**src/design/iss_pkg.sv**
```systemverilog
// ----------------------------------------------------------------------------
// Indexed sequence store package
// Shared widths, command and status codes, and the cell control bundle.
// ----------------------------------------------------------------------------
package iss_pkg;

    localparam int CAPACITY = 256;
    localparam int POS_W    = $clog2(CAPACITY);
    localparam int CNT_W    = $clog2(CAPACITY + 1);
    localparam int CMD_W    = 2;
    localparam int IDX_W    = 9;
    localparam int VAL_W    = 32;
    localparam int STS_W    = 3;
    localparam int LEN_W    = 9;

    typedef enum logic [CMD_W-1:0] {
        CMD_INSERT = 2'd0,
        CMD_DELETE = 2'd1,
        CMD_FIND   = 2'd2,
        CMD_CLEAR  = 2'd3
    } t_cmd;

    typedef enum logic [STS_W-1:0] {
        STS_OK        = 3'd0,
        STS_BAD_INDEX = 3'd1,
        STS_FULL      = 3'd2,
        STS_EMPTY     = 3'd3,
        STS_NOT_FOUND = 3'd4
    } t_status;

    typedef enum logic [2:0] {
        ST_IDLE,
        ST_CMP,
        ST_EVAL,
        ST_SHIFT,
        ST_RESULT
    } t_state;

    typedef struct packed {
        logic                    ins_en;
        logic                    cmp_en;
        logic                    del_en;
        logic [IDX_W-1:0]        ins_idx;
        logic signed [VAL_W-1:0] value;
    } t_cell_ctl;

endpackage

```
**src/design/iss_cell.sv**
```systemverilog
// ----------------------------------------------------------------------------
// Sequence store cell
// Holds one entry, shifts it with its neighbors and compares it to a value.
// ----------------------------------------------------------------------------
module iss_cell (
    input  logic                              i_clk,
    input  iss_pkg::t_cell_ctl                i_ctl,
    input  logic [iss_pkg::POS_W-1:0]         i_pos,
    input  logic signed [iss_pkg::VAL_W-1:0]  i_left,
    input  logic signed [iss_pkg::VAL_W-1:0]  i_right,
    input  logic                              i_ge,
    output logic signed [iss_pkg::VAL_W-1:0]  o_data,
    output logic                              o_eq
);

    logic signed [iss_pkg::VAL_W-1:0] r_data;
    logic signed [iss_pkg::VAL_W-1:0] n_data;
    logic                             r_eq;

    always_comb begin
        n_data = r_data;
        if (i_ctl.ins_en) begin
            if (32'(i_pos) == 32'(i_ctl.ins_idx)) begin
                n_data = i_ctl.value;
            end else if (32'(i_pos) > 32'(i_ctl.ins_idx)) begin
                n_data = i_left;
            end
        end else if (i_ctl.del_en && i_ge) begin
            n_data = i_right;
        end
    end

    always_ff @(posedge i_clk) begin
        r_data <= n_data;
        if (i_ctl.cmp_en) begin
            r_eq <= (r_data == i_ctl.value);
        end
    end

    assign o_data = r_data;
    assign o_eq   = r_eq;

endmodule
```
**config.mk**
```make
export PLATFORM = sky130hd
export DESIGN_NAME = iss_cell
export DESIGN_NICKNAME = d
export VERILOG_FILES = /design/src/design/iss_pkg.sv /design/src/design/iss_cell.sv
export SDC_FILE = /design/constraint.sdc
export NUM_CORES = 1
export LEC_CHECK = 0
export BUFFER_PORTS_ARGS = -buffer_cell sky130_fd_sc_hd__buf_2
export CAP_MARGIN = 20
export CELL_PAD_IN_SITES_DETAIL_PLACEMENT = 0
export CELL_PAD_IN_SITES_GLOBAL_PLACEMENT = 1
export CORE_UTILIZATION = 32
export CTS_CLUSTER_SIZE = 25
export DETAILED_ROUTE_END_ITERATION = 6
export GPL_ROUTABILITY_DRIVEN = 1
export PLACE_DENSITY_LB_ADDON = 0.1
export SYNTH_ARGS = -nofsm -noshare
export SYNTH_HDL_FRONTEND = slang
export SYNTH_SLANG_ARGS = --single-unit
```
**constraint.sdc**
```tcl
create_clock -name i_clk -period 8.6 [get_ports i_clk]
set_input_delay 1.72 -clock i_clk [delete_from_list [all_inputs] [get_ports i_clk]]
set_output_delay 1.72 -clock i_clk [all_outputs]
set_load 0.02 [all_outputs]
```
# [After elaboration in Yosys (flattened, before gate mapping)]
# Cells that the tools add are included.
[totals] reg_bits=33 input_bits=118 out_inout_bits=33 word_cells=13
[classes] n_lt_le_gt_ge=1 n_eq_ne=3 n_mux=4 n_reduce_logical=3
[ops] op="$mux W32" n=4
[ops] op="$eq A32 B32 Y1" n=1
[ops] op="$eq A8 B9 Y1" n=1
[ops] op="$gt A8 B9 Y1" n=1
[ops] op="$ne A3 B1 Y1 const B" n=1
[ops] op="$reduce_and A2 Y1" n=1
[ops] op="$reduce_bool A2 Y1" n=1
[ops] op="$logic_and A1 B1 Y1" n=1

# [Depth between registers and ports, before layout]
[logic_depth] word_depth=4 ltp_mapped=7 ltp_nobuf=6

# [Least setup slack after synthesis]
# Ideal clock, no wire load.
[synth_path] path_kind="input -> register" from="in i_ctl[38] (netlist name)" to="reg r_data (netlist bit o_data[0]), enable pin" setup_ns=0.441 arrival_ns=4.188 required_ns=8.159 setup_slack_ns=3.972 cell_stages=6 n_path_buf=0 path_cell_list="inv_1 > ha_1 > nand4b_4 > nor2_1 > o31ai_1 > a31oi_1"
[synth_between] elab_chain_len=3 word_cells_on_any_way=4 classes_between="order compare (1); eq/ne (2); reduce/logical (1)"
[synth_lines] item="start, declared" line="iss_cell.sv:7" rtl="input iss_pkg::t_cell_ctl i_ctl,"
[synth_lines] item="$gt A8 B9 Y1 / $eq A8 B9 Y1 (equally long branches)" line="iss_cell.sv:25, iss_cell.sv:23"
[synth_lines] item="$ne A3 B1 Y1 (no source line) *"
[synth_lines] item="$reduce_and A2 Y1 (no source line) *"
[synth_lines] item="end signal, assigned" line="iss_cell.sv:34" rtl="r_data <= n_data;"
[synth_lines] item="end, declared" line="iss_cell.sv:16" rtl="logic signed [iss_pkg::VAL_W-1:0] r_data;"
# Mark *: on every way between the ends. The rest lies on a longest branch, timed or not.
# A chain may end at the register's enable or synchronous reset.

# [Worst setup path in the final report]
[layout_path] from="in i_ctl[39] (netlist name)" to="reg r_data (netlist bit o_data[31]), data pin"
[layout_between] elab_chain_len=3
[layout_lines] item="$eq A8 B9 Y1" line="iss_cell.sv:23" rtl="if (32'(i_pos) == 32'(i_ctl.ins_idx)) begin"
[layout_lines] item="$mux W32" line="iss_cell.sv:23"
[layout_lines] item="$mux W32" line="iss_cell.sv:22" rtl="if (i_ctl.ins_en) begin"
[layout_lines] item="named net n_data (one bit)" line="iss_cell.sv:17" rtl="logic signed [iss_pkg::VAL_W-1:0] n_data;"
# The timed path passes the listed nets, and every way through them passes these cells.

==> metrics.md <==
| Metric | Value |
|---|---|
| Status | `completed` |
| Vias per inst | `about 4.5` |
| Flip-flop and latch area | `991 µm²` |
| Async SR Flop Fraction | `0` |
| CP required | `between 8 and 9 ns` |
| Clock sink count | `33` |
| Multi-input logic area | `around 0.0012 mm²` |
| Crit path kind | `in2reg` |
| Synth Instances | `217` |
| CTS root buf | `clkbuf_8` |
| Max-slew headroom | `0.558` |
| Startpoint types | `primary input` |
| GRT busiest layer | `met2` |
| Synth area leaders | `edfxtp_1 44%, mux2i_1 14%, xor2_1 12%` |
| # setup viols final | `0` |
| Die Width | `about 86 µm` |
| DRT iter0 DRCs | `37` |
| Tmin final | `3.33 ns` |
| Combinational share of power | `0.293` |
| Met2 Usage GRT | `0.305` |
| Cell area after placement | `roughly 0.0031 mm²` |
| Max Transition Viols Final | `0` |
| Crit Path Max Fanout | `32` |
| Clk slew on worst S/H paths | `approximately 0.070 ns` |
| First-pass iteration count of the detailed router | `4` |
| First-pass GRT wire length | `between 9000 and 10000 µm` |
| Worst hold path class | `reg2reg` |
| Sequential power share | `0.467` |
| CP Data Arrival Time | `3.33 ns` |
| Post-cts sizing count | `0` |
| Synth Register Bits | `33` |
| Total grt overflow | `0` |
| Commonest cells post-synth | `38 x nor2_1, 34 x a21oi_1, 33 x edfxtp_1` |
| RSZ-0062 raised after global routing | `false` |
| Power Total | `between 0.0004 and 0.0005 W` |
| Setup Fix Bufs, Post-CTS | `0` |
| Final Cycle Share | `0.387` |
| Share of post-route cells with drive strength above 1 | `0.440` |
| Total Neg Setup Slack | `0 ns` |
| Clk pwr share | `0.240` |
| Syn Area/Cell | `~10 µm²` |
| TritonCTS clock tree | `built` |
| Yosys top cell by area | `edfxtp_1` |
| Switching share of power | `0.316` |
| H-tree depth reported by CTS | `2` |
| Worst slew pin tran | `approximately 0.66 ns` |
| Met3 Track Usage GR | `0.0381` |
| Synth cell types | `22` |
| Layout Cells excl Fill | `roughly 460` |
| DIE AREA | `about 0.0074 mm²` |
| Global-route met1 utilization | `0.190` |
| Clk_skew | `approximately 0.0024 ns` |
| RePlAce Congestion | `0.775` |
| Yosys top cell area share | `0.437` |
| Final WS setup | `5.27 ns` |
| Placed cell count | `456` |
| DR WL/cell | `13.4 µm` |
| Starting Density | `0.332` |
| Ys flop type | `edfxtp_1` |
| Total track usage | `0.164` |
| Nets@finish | `approximately 490` |
| Port Buffer Count | `150` |
| Layout Area Growth over Synthesis | `40.5%` |
| Initial antenna violation count | `0` |
| Antenna diodes | `0` |
| Leakage | `between 1 and 1.5 nW` |
| Cts hold-fix bufs | `0` |
| Clock Tree Buf Depth | `2` |
| P_int | `~0.00031 W` |
| Power per Cell Area | `around 140 mW/mm²` |
| Psw | `0.000144 W` |
| Count of flip-flops with a built-in enable after synthesis | `33` |
| Total number of vias | `between 2000 and 2500` |
| Hold Violations, Final | `0` |
| Num rows | `30` |
| Max-Cap Viols | `0` |
| Worst vdd ir | `0.0736 mV` |
| Vias in the first global route | `between 2000 and 2500` |
| Ys Warns | `0` |
| Mapped cell area | `around 0.0023 mm²` |
| I/O pins | `~150` |
| Largest net degree at the start of global routing | `67` |
| Number of buffers created by CTS | `5` |
| # DRC | `0` |
| Chip height | `approximately 86 µm` |
| Count leader, synth | `nor2_1` |
| Post-place setup slack | `between 4 and 5 ns` |
| Final instance area | `between 0.003 and 0.004 mm²` |
| Core area | `just under 0.007 mm²` |
| Sequential area share after synthesis | `0.437` |
| Fillers | `685` |
| Post-DRT Antenna Nets | `0` |
| Syn nets | `343` |
| Routed WL | `about 6200 µm` |
| Critical path endpoint category | `register` |
| Clk_lat worst skew | `0.28 ns` |
| Post-DP HPWL | `between 4000 and 5000 µm` |
| Maximum clock rate | `~300 MHz` |
area by class of cell:
cell class	instances	area share
multi-input cells	166	0.374
flip-flops and latches	33	0.311
repair buffers	153	0.243
well taps	96	0.0377
clock buffers	5	0.0216
inverters	8	0.00942
clock inverters	3	0.00393
worst max-delay path, cell delays in order:
cell and delay, ns:
buf_2 0.08, inv_1 0.03, ha_1 0.32, nand4b_4 0.14, nor3_4 0.18, buf_4 0.51, mux2i_1 0.26, a21oi_1 0.08
metrics by stage:
step / utilization / hold WS (ns)
detailed placement: 0.455 / 0.850
floorplan: - / 0.919
CTS: 0.466 / 0.857
global placement: 0.455 / 0.831
finish: 0.466 / 0.843
global route: 0.466 / 0.904
cells by family after synthesis:
family	count (synthesis)	share of synthesized area
multiplexers	32	0.141
buffers and inverters	18	0.0447
AND/OR/NAND/NOR	55	0.119
adder cells (fa/ha/maj)	8	0.0441
flip-flops	33	0.437
XOR/XNOR	32	0.124
AO/OA/AOI/OAI	39	0.0905
power by group through the flow:
stage	Combinational [W]	Sequential, W	Clock, W
final	0.000134	0.000213	0.000110
after global routing	0.000147	0.000216	0.000121
after CTS	0.000136	0.000214	0.000116
after detailed placement	0.000136	0.000217	0
after global placement	0.000136	0.000216	0
after floorplan	0.0000478	0.000242	0
cell usage in the layout, fill, tap and decap left out:
cell	count
nand2_1	2
ha_1	8
nand2b_1	1
nor2_1	38
nor4_1	8
a21oi_1	34
o21ai_0	1
clkinv_1	2
buf_4	3
nor3_4	1
nand4_1	3
clkinv_2	1
xor2_1	32
a211oi_1	1
edfxtp_1	33
o31ai_1	1
inv_1	8
o31a_1	1
mux2i_1	32
nand4b_4	1
clkbuf_8	5
buf_2	150
a31oi_4	1
nand3_1	1
path summary, 6_finish.rpt:
path | depth (start not counted) | end | start | slack, ns
max | 8 | o_data[31]$_DFFE_PP_ | i_ctl[39] | 5.27
min | 4 | o_eq$_DFFE_PP_ | o_data[8]$_DFFE_PP_ | 0.84
max reg2reg | 4 | o_eq$_DFFE_PP_ | o_data[0]$_DFFE_PP_ | 7.13
min reg2reg | 4 | o_eq$_DFFE_PP_ | o_data[8]$_DFFE_PP_ | 0.84
per-layer routing:
metal	vias up	wire length [µm]
li1	1079	-
met1	933	2590
met2	75	3190
met3	4	378
met4	0	40
met5	-	0
sequential cells by signal (all words and copies together), names as in the netlist:
| signal | count |
|---|---|
| o_data | 32 |
| o_eq | 1 |
Power figures use the tool's default switching activity.
